<file path="src/hdl/utrd_pkg.sv">
package utrd_pkg;

  localparam int VALUE_W    = 64;
  localparam int SYM_W      = 8;
  localparam int DIGIT_W    = 4;
  localparam int BASE_W     = 5;
  localparam int MAX_DIGITS = 64;
  localparam int MAX_BASE   = 16;
  localparam int ADDR_W     = $clog2(MAX_DIGITS);
  localparam int CNT_W      = $clog2(MAX_DIGITS + 1);
  localparam int STEP_BITS  = 8;
  localparam int STEPS      = VALUE_W / STEP_BITS;
  localparam int STEP_W     = $clog2(STEPS);
  localparam int CFG_IDX_W  = 2;

  localparam logic [SYM_W-1:0]   ZERO_SYMBOL      = 8'h30;
  localparam logic [BASE_W-1:0]  RESET_BASE       = 5'd10;
  localparam logic [VALUE_W-1:0] RESET_ALPHA_LOW  = 64'd3978425819141910832;
  localparam logic [VALUE_W-1:0] RESET_ALPHA_HIGH = 64'd111542271471928;

  localparam logic [CFG_IDX_W-1:0] CFG_BASE_SIZE     = 2'd0;
  localparam logic [CFG_IDX_W-1:0] CFG_ALPHABET_LOW  = 2'd1;
  localparam logic [CFG_IDX_W-1:0] CFG_ALPHABET_HIGH = 2'd2;

  typedef struct packed {
    logic               zero;
    logic [VALUE_W-1:0] value;
  } item_t;

  typedef struct packed {
    logic [SYM_W-1:0] symbol;
    logic             last;
  } res_t;

  typedef struct packed {
    logic [BASE_W-1:0]  base_size;
    logic [VALUE_W-1:0] alphabet_low;
    logic [VALUE_W-1:0] alphabet_high;
  } cfg_t;

  function automatic logic [BASE_W-1:0] eff_base(input logic [BASE_W-1:0] b);
    logic [BASE_W-1:0] r;
    r = b;
    if (b < BASE_W'(2)) r = BASE_W'(2);
    else if (b > BASE_W'(MAX_BASE)) r = BASE_W'(MAX_BASE);
    return r;
  endfunction

  function automatic logic [SYM_W-1:0] symbol_of(input cfg_t c, input logic [DIGIT_W-1:0] d);
    logic [2*VALUE_W-1:0] alpha;
    alpha = {c.alphabet_high, c.alphabet_low};
    return alpha[d*SYM_W +: SYM_W];
  endfunction

endpackage

</file>
<file path="src/hdl/unsigned_to_radix_digits.sv">
// Converts unsigned 64-bit values to digit symbols in base 2..16, MSB first.
// Input queue: drive value with push while full is low; one beat per value.
// Result queue: while empty is low, symbol/last hold the oldest beat; pop
// takes it. last marks the final symbol of a number; zero gives one '0'.
// Config channel: cfg_index 0 base_size, 1 alphabet_low, 2 alphabet_high;
// cfg_ready is always high, index 3 is ignored. Write only while idle.
// Division: the divider makes 8 quotient bits per cycle, and each digit
// takes a full pass over the 64-bit quotient; the digits are then read
// out of the store (at most 20 digits in base 10, 64 in base 2).
// A zero value skips the divider and gives its '0' directly.
// The front queue holds IN_DEPTH values so the input keeps taking beats
// while the back end divides. Readout waits until the result queue
// (OUT_DEPTH beats) has at least two free places, so a stalled receiver
// only delays results. Reset (rst, synchronous) empties both queues,
// aborts any conversion and restores base 10 with the reset alphabet.
module unsigned_to_radix_digits #(
  parameter int IN_DEPTH  = 2,
  parameter int OUT_DEPTH = 4
) (
  input  logic        clk,
  input  logic        rst,
  input  logic        push,
  output logic        full,
  input  logic [63:0] value,
  output logic        empty,
  input  logic        pop,
  output logic [7:0]  symbol,
  output logic        last,
  input  logic        cfg_valid,
  output logic        cfg_ready,
  input  logic [1:0]  cfg_index,
  input  logic [63:0] cfg_data
);
  import utrd_pkg::*;

  localparam int LVL_W = $clog2(OUT_DEPTH + 1);

  cfg_t             cfg;
  item_t            item;
  logic             item_valid;
  logic             item_take;
  logic             res_room;
  logic             res_push;
  res_t             res_in;
  res_t             res_out;
  logic [LVL_W-1:0] res_level;

  assign cfg_ready = 1'b1;

  always_ff @(posedge clk) begin
    if (rst) begin
      cfg.base_size     <= RESET_BASE;
      cfg.alphabet_low  <= RESET_ALPHA_LOW;
      cfg.alphabet_high <= RESET_ALPHA_HIGH;
    end else if (cfg_valid && cfg_ready) begin
      unique case (cfg_index)
        CFG_BASE_SIZE:     cfg.base_size     <= cfg_data[BASE_W-1:0];
        CFG_ALPHABET_LOW:  cfg.alphabet_low  <= cfg_data;
        CFG_ALPHABET_HIGH: cfg.alphabet_high <= cfg_data;
        default: ;
      endcase
    end
  end

  // one read may be in flight past the visible level
  assign res_room = (res_level <= LVL_W'(OUT_DEPTH - 2));

  utrd_front #(
    .DEPTH(IN_DEPTH)
  ) u_front (
    .clk        (clk),
    .rst        (rst),
    .push       (push),
    .value      (value),
    .full       (full),
    .item_valid (item_valid),
    .item       (item),
    .item_take  (item_take)
  );

  utrd_back u_back (
    .clk        (clk),
    .rst        (rst),
    .item_valid (item_valid),
    .item       (item),
    .item_take  (item_take),
    .cfg        (cfg),
    .res_room   (res_room),
    .res_push   (res_push),
    .res        (res_in)
  );

  utrd_fifo #(
    .WIDTH($bits(res_t)),
    .DEPTH(OUT_DEPTH)
  ) u_res_queue (
    .clk     (clk),
    .rst     (rst),
    .wr_en   (res_push),
    .wr_data (res_in),
    .full    (),
    .rd_en   (pop),
    .rd_data (res_out),
    .empty   (empty),
    .level   (res_level)
  );

  assign symbol = res_out.symbol;
  assign last   = res_out.last;

endmodule

</file>
<file path="src/hdl/utrd_fifo.sv">
module utrd_fifo #(
  parameter int WIDTH = 8,
  parameter int DEPTH = 2
) (
  input  logic                         clk,
  input  logic                         rst,
  input  logic                         wr_en,
  input  logic [WIDTH-1:0]             wr_data,
  output logic                         full,
  input  logic                         rd_en,
  output logic [WIDTH-1:0]             rd_data,
  output logic                         empty,
  output logic [$clog2(DEPTH+1)-1:0]   level
);
  localparam int PTR_W = (DEPTH > 1) ? $clog2(DEPTH) : 1;
  localparam int LVL_W = $clog2(DEPTH + 1);

  logic [WIDTH-1:0] mem [DEPTH];
  logic [PTR_W-1:0] wr_ptr;
  logic [PTR_W-1:0] rd_ptr;
  logic             do_wr;
  logic             do_rd;

  assign full    = (level == LVL_W'(DEPTH));
  assign empty   = (level == '0);
  assign rd_data = mem[rd_ptr];
  assign do_wr   = wr_en && !full;
  assign do_rd   = rd_en && !empty;

  always_ff @(posedge clk) begin
    if (rst) begin
      wr_ptr <= '0;
      rd_ptr <= '0;
      level  <= '0;
    end else begin
      if (do_wr) begin
        wr_ptr <= (wr_ptr == PTR_W'(DEPTH - 1)) ? '0 : wr_ptr + PTR_W'(1);
      end
      if (do_rd) begin
        rd_ptr <= (rd_ptr == PTR_W'(DEPTH - 1)) ? '0 : rd_ptr + PTR_W'(1);
      end
      unique case ({do_wr, do_rd})
        2'b10:   level <= level + LVL_W'(1);
        2'b01:   level <= level - LVL_W'(1);
        default: level <= level;
      endcase
    end
  end

  always_ff @(posedge clk) begin
    if (do_wr) mem[wr_ptr] <= wr_data;
  end

endmodule

</file>
<file path="src/hdl/utrd_front.sv">
module utrd_front #(
  parameter int DEPTH = 2
) (
  input  logic                    clk,
  input  logic                    rst,
  input  logic                    push,
  input  logic [63:0]             value,
  output logic                    full,
  output logic                    item_valid,
  output utrd_pkg::item_t         item,
  input  logic                    item_take
);
  import utrd_pkg::*;

  item_t in_item;
  logic  q_empty;

  // zero values take a short path in the back end, flag them here
  assign in_item.zero  = (value == '0);
  assign in_item.value = value;
  assign item_valid    = !q_empty;

  utrd_fifo #(
    .WIDTH($bits(item_t)),
    .DEPTH(DEPTH)
  ) u_queue (
    .clk     (clk),
    .rst     (rst),
    .wr_en   (push),
    .wr_data (in_item),
    .full    (full),
    .rd_en   (item_take),
    .rd_data (item),
    .empty   (q_empty),
    .level   ()
  );

endmodule

</file>
<file path="src/hdl/utrd_back.sv">
module utrd_back (
  input  logic            clk,
  input  logic            rst,
  input  logic            item_valid,
  input  utrd_pkg::item_t item,
  output logic            item_take,
  input  utrd_pkg::cfg_t  cfg,
  input  logic            res_room,
  output logic            res_push,
  output utrd_pkg::res_t  res
);
  import utrd_pkg::*;

  typedef enum logic [1:0] {S_IDLE, S_DIV, S_READ} state_t;

  state_t              state;
  logic [VALUE_W-1:0]  quot;
  logic [VALUE_W-1:0]  quot_next;
  logic [DIGIT_W-1:0]  rem;
  logic [DIGIT_W-1:0]  rem_next;
  logic [STEP_W-1:0]   step;
  logic [CNT_W-1:0]    cnt;
  logic [CNT_W-1:0]    k;
  logic [CNT_W-1:0]    rd_idx;
  logic                rd_pending;
  logic                rd_last;
  logic [DIGIT_W-1:0]  rd_digit;
  logic [DIGIT_W-1:0]  store [MAX_DIGITS];
  logic [BASE_W-1:0]   base;
  logic                zero_push;
  logic                rd_issue;
  logic                digit_done;

  assign base = eff_base(cfg.base_size);

  // restoring division, 8 quotient bits per cycle, MSB first
  always_comb begin
    logic [DIGIT_W-1:0]   r;
    logic [BASE_W-1:0]    t;
    logic [STEP_BITS-1:0] qb;
    r = rem;
    for (int i = STEP_BITS - 1; i >= 0; i--) begin
      t = {r, quot[VALUE_W-STEP_BITS+i]};
      if (t >= base) begin
        qb[i] = 1'b1;
        t     = t - base;
      end else begin
        qb[i] = 1'b0;
      end
      r = t[DIGIT_W-1:0];
    end
    quot_next = {quot[VALUE_W-STEP_BITS-1:0], qb};
    rem_next  = r;
  end

  assign digit_done = (state == S_DIV) && (step == STEP_W'(STEPS - 1));
  assign item_take  = (state == S_IDLE) && item_valid && !rd_pending &&
                      (!item.zero || res_room);
  assign zero_push  = item_take && item.zero;
  assign rd_issue   = (state == S_READ) && res_room;
  assign rd_idx     = k - CNT_W'(1);

  assign res_push   = rd_pending || zero_push;
  assign res.symbol = rd_pending ? symbol_of(cfg, rd_digit) : ZERO_SYMBOL;
  assign res.last   = rd_pending ? rd_last : 1'b1;

  always_ff @(posedge clk) begin
    if (rst) begin
      state      <= S_IDLE;
      step       <= '0;
      cnt        <= '0;
      k          <= '0;
      rd_pending <= 1'b0;
      rd_last    <= 1'b0;
    end else begin
      rd_pending <= rd_issue;
      unique case (state)
        S_IDLE: begin
          if (item_take && !item.zero) begin
            quot  <= item.value;
            rem   <= '0;
            step  <= '0;
            cnt   <= '0;
            state <= S_DIV;
          end
        end
        S_DIV: begin
          quot <= quot_next;
          step <= step + STEP_W'(1);
          if (digit_done) begin
            rem <= '0;
            cnt <= cnt + CNT_W'(1);
            if (quot_next == '0 || cnt == CNT_W'(MAX_DIGITS - 1)) begin
              k     <= cnt + CNT_W'(1);
              state <= S_READ;
            end
          end else begin
            rem <= rem_next;
          end
        end
        S_READ: begin
          if (rd_issue) begin
            rd_last <= (k == CNT_W'(1));
            k       <= k - CNT_W'(1);
            if (k == CNT_W'(1)) state <= S_IDLE;
          end
        end
        default: state <= S_IDLE;
      endcase
    end
  end

  always_ff @(posedge clk) begin
    if (digit_done) store[cnt[ADDR_W-1:0]] <= rem_next;
    if (rd_issue) rd_digit <= store[rd_idx[ADDR_W-1:0]];
  end

endmodule

</file>
<file path="config.mk">
export PLATFORM = sky130hd
export DESIGN_NAME = unsigned_to_radix_digits
export DESIGN_NICKNAME = d
export VERILOG_FILES = /design/src/hdl/utrd_pkg.sv /design/src/hdl/unsigned_to_radix_digits.sv /design/src/hdl/utrd_fifo.sv /design/src/hdl/utrd_front.sv /design/src/hdl/utrd_back.sv
export SDC_FILE = /design/constraint.sdc
export NUM_CORES = 1
export LEC_CHECK = 0
export ABC_AREA = 0
export ABC_CLOCK_PERIOD_IN_PS = 17110
export BUFFER_PORTS_ARGS = -buffer_cell sky130_fd_sc_hd__buf_2
export CAP_MARGIN = 20
export CORE_AREA = 2 2 253 255
export CTS_CLUSTER_SIZE = 16
export DETAILED_ROUTE_END_ITERATION = 6
export DIE_AREA = 0 0 255 257
export PLACE_DENSITY = 0.59
export SLEW_MARGIN = 10
export SYNTH_ARGS = -nofsm -noshare
export SYNTH_HDL_FRONTEND = slang
export SYNTH_SLANG_ARGS = --single-unit
</file>
<file path="constraint.sdc">
create_clock -name clk -period 17.11 [get_ports clk]
set_input_delay 0.8555 -clock clk [delete_from_list [all_inputs] [get_ports clk]]
set_output_delay 0.8555 -clock clk [all_outputs]
set_load 0.01 [all_outputs]
</file>
# --- Word-level counts from Yosys, hierarchy flattened ---
# Memory sizes are Yosys's and may differ from the RTL's. A register that Yosys moved wholly into a read port is not among the register bits.
# Cells that the tools add are included.
classes:
  addsub: 19
  order_cmp: 11
  eq_ne: 20
  n_shift: 1
  mux: 56
  bitwise: 1
  n_reduce_logical: 39
op_table:
  columns: ["operator", "count"]
  rows:
  - ["logical NOT 64 bit", 2]
  - ["case mux 64 bit (2 select lines)", 1]
  - ["variable part select 128 x 8 -> 8 bit", 1]
  - ["2-to-1 mux 64 bit", 1]
  - [">= comparator 5 bit", 8]
  - ["2-to-1 mux 4 bit", 10]
  - ["2-to-1 mux 7 bit", 5]
  - ["subtractor 4 bit", 8]
  - ["case mux 7 bit (2 select lines)", 2]
  - ["2-to-1 mux 1 bit", 19]
  - ["2-to-1 mux 2 bit", 9]
  - ["equality test 2 bit, second input constant", 7]
  - ["case mux 3 bit (2 select lines)", 2]
  - ["logical AND 1 bit", 11]
  - ["2-to-1 mux 5 bit", 2]
  - ["AND reduction 2 bit", 5]
  - ["equality test 2 x 1 -> 1 bit, second input constant", 4]
  - ["2-to-1 mux 8 bit", 1]
  - ["case mux 4 bit (2 select lines)", 1]
  - ["nonzero test 2 bit", 4]
  - ["adder 7 x 1 -> 7 bit, second input constant", 1]
  - ["equality test 7 x 1 -> 1 bit, second input constant", 1]
  - ["equality test 7 x 6 -> 1 bit, second input constant", 1]
  - ["subtractor 7 x 1 -> 7 bit, second input constant", 1]
  - ["other kinds (22)", 40]
totals:
  reg_bits: 233
  mem_bits_rw: 422
  inputBits: 135
  wordCells: 167
  mem_count: 3
memory_table:
  columns: ["name", "words", "width", "rd", "rd_ports_with_merged_regs", "wr", "line_no", "rtl"]
  rows:
  - ["u_back.store", 64, 4, 1, 1, 1, "utrd_back.sv:28", "logic [DIGIT_W-1:0] store [MAX_DIGITS];"]
  - ["u_front.u_queue.mem", 2, 65, 1, 1, 1, "utrd_fifo.sv:18", "logic [WIDTH-1:0] mem [DEPTH];"]
  - ["u_res_queue.mem", 4, 9, 1, 1, 1, "utrd_fifo.sv:18", null]

# --- Logic depth before layout (Yosys ltp) ---
# Gate-level depths: netlist of the first run.
depth:
  depth_word: 24
  ltp_mapped: 53

# --- By module ---
# From an unflattened synthesis of the first run, not the netlist that was laid out.
hier_totals:
  cells_unflattened: 1913
  area_unflattened_um2: 29226.8
modules_own_cells:
  columns: ["mod", "n_inst", "cells_each", "area_per_inst_um2", "seq_area_each_um2"]
  rows:
  - ["utrd_back", 1, 1026, 16966.3, 10269.8]
  - ["unsigned_to_radix_digits", 1, 536, 5427.7, 2662.6]
  - ["utrd_fifo at u_front.u_queue", 1, 228, 4894.7, 4003.8]
  - ["utrd_fifo at u_res_queue", 1, 101, 1790.5, 1261.2]
  - ["utrd_front", 1, 22, 147.6, 0.0]

# --- Least setup slack after synthesis of the first run ---
# No wires, ideal clock.
synth_path:
  path_kind: "reg2reg"
  start: "reg cfg[130] (netlist name)"
  end: "mem u_back.store[0][0], data pin"
  t_arrival_ns: 13.404
  required_ns: 16.542
  path_slack_ns: 3.138
  path_stages_with_launch: 43
  period_less_slack_ns: 13.972
  path_cell_list: "dfxtp_1 > nor2_1 > o21ai_0 > ha_1 > a311oi_4 > mux2_2 > ha_1 > a21oi_2 > nor2_1 > a2111oi_4 > mux2_2 > ha_1 > nand2_1 > a211oi_1 > a2111oi_4 > mux2_2 > ha_1 > a21oi_1 > [... 7 more ...] > a31o_2 > clkbuf_1 > mux2_2 > ha_1 > and2_1 > a311o_1 > a211oi_1 > a21oi_1 > ha_1 > a21oi_1 > nor2_1 > a2111oi_4 > mux2_2 > ha_1 > nand2_1 > o21ai_1 > a311oi_2 > mux2i_1"
synth_via:
  elab_chain_len: 19
synth_lines:
  columns: ["item", "line_no", "rtl"]
  rows:
  - ["greater-than comparator 5 bit", "utrd_pkg.sv:45", "else if (b > BASE_W'(MAX_BASE)) r = BASE_W'(MAX_BASE);"]
  - ["2-to-1 mux 5 bit", "utrd_pkg.sv:45", null]
  - ["2-to-1 mux 5 bit (*)", "utrd_pkg.sv:44", "if (b < BASE_W'(2)) r = BASE_W'(2);"]
  - ["subtractor 4 bit or >= comparator 5 bit (tied branches)", "utrd_back.sv:46, utrd_back.sv:44", null]
  - ["2-to-1 mux 4 bit", "utrd_back.sv:44", "if (t >= base) begin"]
  - ["subtractor 4 bit or >= comparator 5 bit (tied branches)", "utrd_back.sv:46, utrd_back.sv:44", null]
  - ["2-to-1 mux 4 bit", "utrd_back.sv:44", null]
  - ["subtractor 4 bit or >= comparator 5 bit (tied branches)", "utrd_back.sv:46, utrd_back.sv:44", null]
  - ["[... 4 more ...]", null, null]
  - ["2-to-1 mux 4 bit", "utrd_back.sv:44", null]
  - ["subtractor 4 bit or >= comparator 5 bit (tied branches)", "utrd_back.sv:46, utrd_back.sv:44", null]
  - ["2-to-1 mux 4 bit", "utrd_back.sv:44", null]
  - ["subtractor 4 bit or >= comparator 5 bit (tied branches)", "utrd_back.sv:46, utrd_back.sv:44", null]
  - ["2-to-1 mux 4 bit", "utrd_back.sv:44", null]
  - [">= comparator 5 bit", "utrd_back.sv:44", null]
  - ["2-to-1 mux 4 bit (*)", "utrd_back.sv:44", null]
  - ["named net u_back.rem_next[0]", "utrd_back.sv:20", "logic [DIGIT_W-1:0] rem_next;"]
  - ["end, declared", "utrd_back.sv:28", null]
# The timed path passes the listed nets; every way through them passes the cells marked *.

# --- Final worst setup path of the first run ---
layout_path:
  start: "reg cfg[132] (netlist name)"
  end: "reg u_back.k[6]"
layout_via:
  elab_chain_len: 23
layout_lines:
  columns: ["item", "line_no", "rtl"]
  rows:
  - ["greater-than comparator 5 bit", "utrd_pkg.sv:45", null]
  - ["2-to-1 mux 5 bit", "utrd_pkg.sv:45", null]
  - ["2-to-1 mux 5 bit (*)", "utrd_pkg.sv:44", null]
  - ["subtractor 4 bit or >= comparator 5 bit (tied branches)", "utrd_back.sv:46, utrd_back.sv:44", null]
  - ["2-to-1 mux 4 bit", "utrd_back.sv:44", null]
  - ["subtractor 4 bit or >= comparator 5 bit (tied branches)", "utrd_back.sv:46, utrd_back.sv:44", null]
  - ["2-to-1 mux 4 bit", "utrd_back.sv:44", null]
  - ["subtractor 4 bit or >= comparator 5 bit (tied branches)", "utrd_back.sv:46, utrd_back.sv:44", null]
  - ["[... 7 more ...]", null, null]
  - ["subtractor 4 bit or >= comparator 5 bit (tied branches)", "utrd_back.sv:46, utrd_back.sv:44", null]
  - ["2-to-1 mux 4 bit", "utrd_back.sv:44", null]
  - [">= comparator 5 bit", "utrd_back.sv:44", null]
  - ["2-to-1 mux 1 bit", "utrd_back.sv:44", null]
  - ["logical NOT 64 bit (*)", "utrd_back.sv:93", "if (quot_next == '0 || cnt == CNT_W'(MAX_DIGITS - 1)) begin"]
  - ["logical OR 1 bit (*)", "utrd_back.sv:93", null]
  - ["inequality test 2 bit (no source line) (*)", null, null]
  - ["AND reduction 4 bit (no source line) (*)", null, null]
  - ["end signal, assigned", "utrd_back.sv:94", "k <= cnt + CNT_W'(1);"]
  - ["end signal, assigned", "utrd_back.sv:104", "k <= k - CNT_W'(1);"]
  - ["end, declared", "utrd_back.sv:23", "logic [CNT_W-1:0] k;"]
# Every way passes the cells marked *; elsewhere a longest branch is shown, timed or not.
# A chain may end at the register's enable or synchronous reset.

==> results of run 1 <==
-- cell families (layout without fill, tap and decap cells) --
| kind of cell | after synthesis | count (layout) | synth area share |
|---|---|---|---|
| buffers and inverters | 152 | 332 | 0.0207 |
| AOI/OAI and AO/OA | 242 | 242 | 0.0524 |
| xor gates and xnor gates | 30 | 30 | 0.00935 |
| muxes | 227 | 227 | 0.141 |
| DFF | 662 | 662 | 0.647 |
| adders and majority gates | 61 | 61 | 0.0296 |
| other | 1 | 4 | 0.000133 |
| and+or+nand+nor | 643 | 643 | 0.0997 |
-- cell usage after synthesis, drive strengths merged (12+ instances only) --
library cell	number	area, um2
o21ai	85	425
mux2i	77	771
mux4	133	3000
nor2b	14	87.6
nand2	355	1330
nor4	33	206
xor2	12	105
a21oi	108	552
mux2	17	191
buf	30	124
nand3	63	315
ha	52	651
clkbuf	82	308
dfxtp	168	3360
and2	14	87.6
edfxtp	494	14800
xnor2	18	158
nor2	114	428
a211oi	12	90.1
inv	40	150
-- routing by layer --
metal	wire length, um	track usage
met3	3730	0.0358
met4	1600	0.0614
met5	62	0
met2	30400	0.318
met1	27900	0.270
-- layout make-up --
type	instances	area, um2	share of cell area
tap	846	1060	0.0332
antenna	3	7.51	0.000235
inverter	40	150	0.00471
clock buffer	96	1880	0.0589
timing repair buffer	167	918	0.0288
multi-input combinational	1204	9390	0.294
clock inverter	29	302	0.00945
sequential	662	18200	0.571
-- sequential cells by signal (all words and copies together) (netlist names), named ones only --
signal,count
u_res_queue.level,3
cfg,133
u_front.u_queue.mem,130
u_res_queue.mem,36
u_front.u_queue.rd_ptr,1
u_front.u_queue.level,2
u_res_queue.wr_ptr,2
u_back.k,7
u_res_queue.rd_ptr,2
u_back.store,256
u_back.rd_last,1
u_back.rd_pending,1
u_back.cnt,7
u_back.rem,4
u_back.quot,64
u_front.u_queue.wr_ptr,1
u_back.state,2
u_back.rd_digit,4
u_back.step,3
-- final timing paths --
kind,start,endpoint,cells after the start
worst max-delay path,cfg[132],u_back.k[6],47
worst max register to register,cfg[132],u_back.k[6],47
worst min-delay path,value[29],u_front.u_queue.mem[0][29],1
worst min register to register,cfg[112],cfg[112],2
-- through the flow --
stage	std cells	setup slack, ns	area, um2	utilization
final	3047	3.19	31900	0.509
after global routing	3046	2.18	31900	0.509
after CTS	3041	3.27	31900	0.508
after detailed placement	2916	3.29	29700	0.473
after global placement	2916	3.88	29700	0.473
after floorplan	2018	3.14	28100	-
==> impl_metrics.py, run 1 <==
metrics = {
    "run_status": {
        "status": "finished, final reports clean",
    },
    "job": {
        "drv_cap": 0,
    },
    "placed_design": {
        "gp_congestion": 0.817,
        "port_buffers": 145,
        "hpwl_um": 40800,
    },
    "yosys": {
        "ys_seq_area_frac": 0.647,
        "synth.cell_area_um2": 28100,
        "synth_seq_cells": 662,
        "yosys_warnings": 0,
        "syn_inst": 2018,
        "synth_nets": 2214,
        "ys_types": 59,
        "syn_avg_cell_area_um2": 13.9,
        "synthFlopType": "edfxtp_1",
        "synth_edf_count": 494,
        "synthArstFlopShare": 0,
    },
    "sta": {
        "period_share": 0.814,
        "setup_tns_ns": 0,
        "slew-limit-headroom": 0.327,
        "setup_violations": 0,
        "whs_ns": 0.451,
        "worstMarginPinSlew_ns": 1.01,
        "drv_slew": 0,
        "finalHoldViolCount": 0,
        "finalCriticalPeriod_ns": 13.92,
        "rsz0062_at_grt": "no",
        "clock_skew_ns": 0.0191,
        "fmax_ghz": 0.0718,
    },
    "critical_path": {
        "reg2reg_setup_slack_ns": 3.19,
        "cp_num_buf_inv": 2,
        "crit_fanout": 10,
        "end_kind": "flip-flop",
        "crit_arrival_ns": 14.41,
        "cp_data_required_time_ns": 17.60,
        "cp_slowest_cell": "o41ai_4",
        "cp_top_family": "compound AO/OA/AOI/OAI gates",
        "slowest_delay_ns": 0.72,
        "critical_path_class": "flip-flop to flip-flop",
        "cp-start-kind": "flip-flop",
        "crit_top_cell": "ha_1",
    },
    "global_route": {
        "grt_max_degree": 115,
        "first_global_vias": 17132,
        "track_usage": 0.196,
        "antenna_found_initial": 7,
        "grt_pass1_wl_um": 98900,
        "grt_remaining_overflow": 0,
    },
    "clock_tree": {
        "postCtsSetupRepairBufs": 0,
        "holdBufCountCts": 0,
        "clock_latency_ns": 0.61,
        "clk_pin_slew_ns": 0.06,
        "cts.sinks": 662,
        "htree_levels": 3,
        "cts_made_buffers": 70,
        "max-clock-path-buffers": 3,
        "cts_resized": 0,
        "cts_root_buf": "clkbuf_16",
        "cts_tree": "built",
    },
    "drt": {
        "ant_nets": 0,
        "route.detailed.wl_per_inst_um": 20.9,
        "drt_wl_total_um": 63800,
        "route.detailed.drc": 0,
        "dr.pass1.iters": 7,
        "via_per_inst": 5.53,
        "vias": 16837,
        "drtIter0Drc": 1436,
    },
    "die": {
        "die_h_um": 257,
        "dieWidth_um": 255,
        "start_util": 0.448,
        "ios": 147,
        "dieArea_um2": 65500,
        "core_um2": 62700,
        "num_rows": 92,
    },
    "cells_and_area": {
        "final_common_cell": "edfxtp_1",
        "drive_gt1_frac": 0.201,
        "finalNetCount": 2341,
        "num-fill-cells": 5362,
        "final_cell_mix": "494 x edfxtp_1, 355 x nand2_1, 166 x dfxtp_1",
        "syn_to_final_growth_pct": 13.5,
    },
    "hold_path": {
        "hold_class": "input pin to flip-flop",
    },
}
Power of run 1 is left out: the tool's default activity adds up to more than one toggle a clock period on the data nets, which glitch-free logic cannot reach.
==> run 2, diff against run 1 <==
--- a/config.mk
+++ b/config.mk
@@ -6,14 +6,14 @@
 export NUM_CORES = 1
 export LEC_CHECK = 0
 export ABC_AREA = 0
-export ABC_CLOCK_PERIOD_IN_PS = 17110
+export ABC_CLOCK_PERIOD_IN_PS = 12410
 export BUFFER_PORTS_ARGS = -buffer_cell sky130_fd_sc_hd__buf_2
 export CAP_MARGIN = 20
 export CORE_AREA = 2 2 253 255
 export CTS_CLUSTER_SIZE = 16
 export DETAILED_ROUTE_END_ITERATION = 6
 export DIE_AREA = 0 0 255 257
-export PLACE_DENSITY = 0.59
+export PLACE_DENSITY = 0.62
 export SLEW_MARGIN = 10
 export SYNTH_ARGS = -nofsm -noshare
 export SYNTH_HDL_FRONTEND = slang
==> constraint.sdc (replaced) <==
create_clock -name clk -period 12.41 [get_ports clk]
set_input_delay 0.6205 -clock clk [delete_from_list [all_inputs] [get_ports clk]]
set_output_delay 0.6205 -clock clk [all_outputs]
set_load 0.01 [all_outputs]
==> impl_metrics.py, run 2 (synthesis results as in run 1) <==
metrics = {
    "run_status": {
        "status": "finished, final reports clean",
    },
    "placed_design": {
        "hpwl_um": 40200,
        "place_ws_ns": 0.0294,
        "port_buffers": 145,
        "post_dp_cell_area_um2": 29800,
        "gp_congestion": 0.830,
    },
    "drt": {
        "vias": 16760,
        "drt_wl_total_um": 63200,
        "drtIter0Drc": 1494,
        "route.detailed.wl_per_inst_um": 20.6,
        "dr.pass1.iters": 7,
        "via_per_inst": 5.45,
        "route.detailed.drc": 0,
        "ant_nets": 0,
    },
    "sta": {
        "fmax_ghz": 0.0832,
        "drv_slew": 0,
        "worst_slack_ns": 0.392,
        "period_share": 0.968,
        "slew-limit-headroom": 0.289,
        "finalHoldViolCount": 0,
        "setup_violations": 0,
        "whs_ns": 0.226,
        "finalCriticalPeriod_ns": 12.02,
        "worstMarginPinSlew_ns": 1.07,
        "clock_skew_ns": 0.0183,
    },
    "cells_and_area": {
        "final_cell_mix": "494 x edfxtp_1, 355 x nand2_1, 166 x dfxtp_1",
        "final_common_cell": "edfxtp_1",
        "drive_gt1_frac": 0.215,
        "largest_register_ffs": 256,
        "fin_area_um2": 32300,
        "syn_to_final_growth_pct": 14.8,
        "finalNetCount": 2366,
    },
    "critical_path": {
        "rr_startpoint": "cfg[129]",
        "crit_arrival_ns": 12.36,
        "critical_path_class": "flip-flop to flip-flop",
        "end_kind": "flip-flop",
        "cp_slowest_cell": "a311o_2",
        "cp-start-kind": "flip-flop",
        "crit_fanout": 65,
        "crit_path_start": "cfg[129]",
        "crit_top_cell": "ha_1",
        "slowest_delay_ns": 0.45,
        "cp_num_buf_inv": 6,
        "cp_top_family": "compound AO/OA/AOI/OAI gates",
        "cp_data_required_time_ns": 12.76,
    },
    "die": {
        "die_h_um": 257,
        "dieArea_um2": 65500,
        "dieWidth_um": 255,
        "start_util": 0.448,
        "ios": 147,
        "num_rows": 92,
        "core_um2": 62700,
    },
    "global_route": {
        "track_usage": 0.192,
        "grt_pass1_wl_um": 96900,
        "grt_remaining_overflow": 0,
        "antenna_found_initial": 2,
        "first_global_vias": 16995,
        "grt_max_degree": 120,
    },
    "clock_tree": {
        "clk_pin_slew_ns": 0.06,
        "cts.sinks": 662,
        "cts_made_buffers": 71,
        "clock_latency_ns": 0.59,
        "max-clock-path-buffers": 3,
        "cts_tree": "built",
        "cts_root_buf": "clkbuf_16",
        "htree_levels": 3,
    },
    "job": {
        "drv_cap": 0,
    },
    "hold_path": {
        "hold_class": "input pin to flip-flop",
        "hold_start": "value[59]",
    },
}
==> run 2: changes by cell type in the layout (fill, tap and decap cells not counted), sizes merged <==
cell / previous run / this run
buf: 166 / 188
clkinv: 17 / 18
clkbuf: 97 / 102
bufinv: 5 / 3
==> run 2: area by class of cell <==
cell class,instances,area [um2]
Antenna cell,3,7.51
Clock buffer,99,1970
Clock inverter,28,241
Fill cell,5305,30500
Inverter,40,150
Multi-Input combinational cell,1204,9450
Sequential cell,662,18200
Tap cell,846,1060
Timing Repair Buffer,191,1170
==> run 2: path summary, 6_finish.rpt <==
check / to / slack, ns / depth (start not counted)
worst max-delay path: u_back.rem[2] / 0.39 / 46
worst min-delay path: u_front.u_queue.mem[1][59] / 0.23 / 1
worst max register to register: u_back.rem[2] / 0.39 / 46
worst min register to register: cfg[49] / 0.45 / 2
==> run 2: routing by layer <==
layer | GRT usage | part of all wire
met3 | 0.0311 | 0.053
met4 | 0.0612 | 0.025
met5 | 0 | 0.00038
met2 | 0.314 | 0.49
met1 | 0.262 | 0.43
==> run 2: repair_timing <==
item	in CTS	in global routing
hold buffers	0	0
cloned	0	2
setup endpoints to repair	1	270
pin swaps	1	8
endpoints found under the hold margin	0	0
setup buffers	0	13
resized for setup	0	26
==> run 2: per-stage QoR <==
step,std cells,utilization,setup TNS [ns]
2_1_floorplan,2018,-,0
3_3_place_gp,2926,0.474,0
3_5_place_dp,2926,0.474,0
4_1_cts,3053,0.510,0
5_1_grt,3070,0.514,-17.90
6_report,3073,0.514,0
Power of run 2 is left out for the same reason.
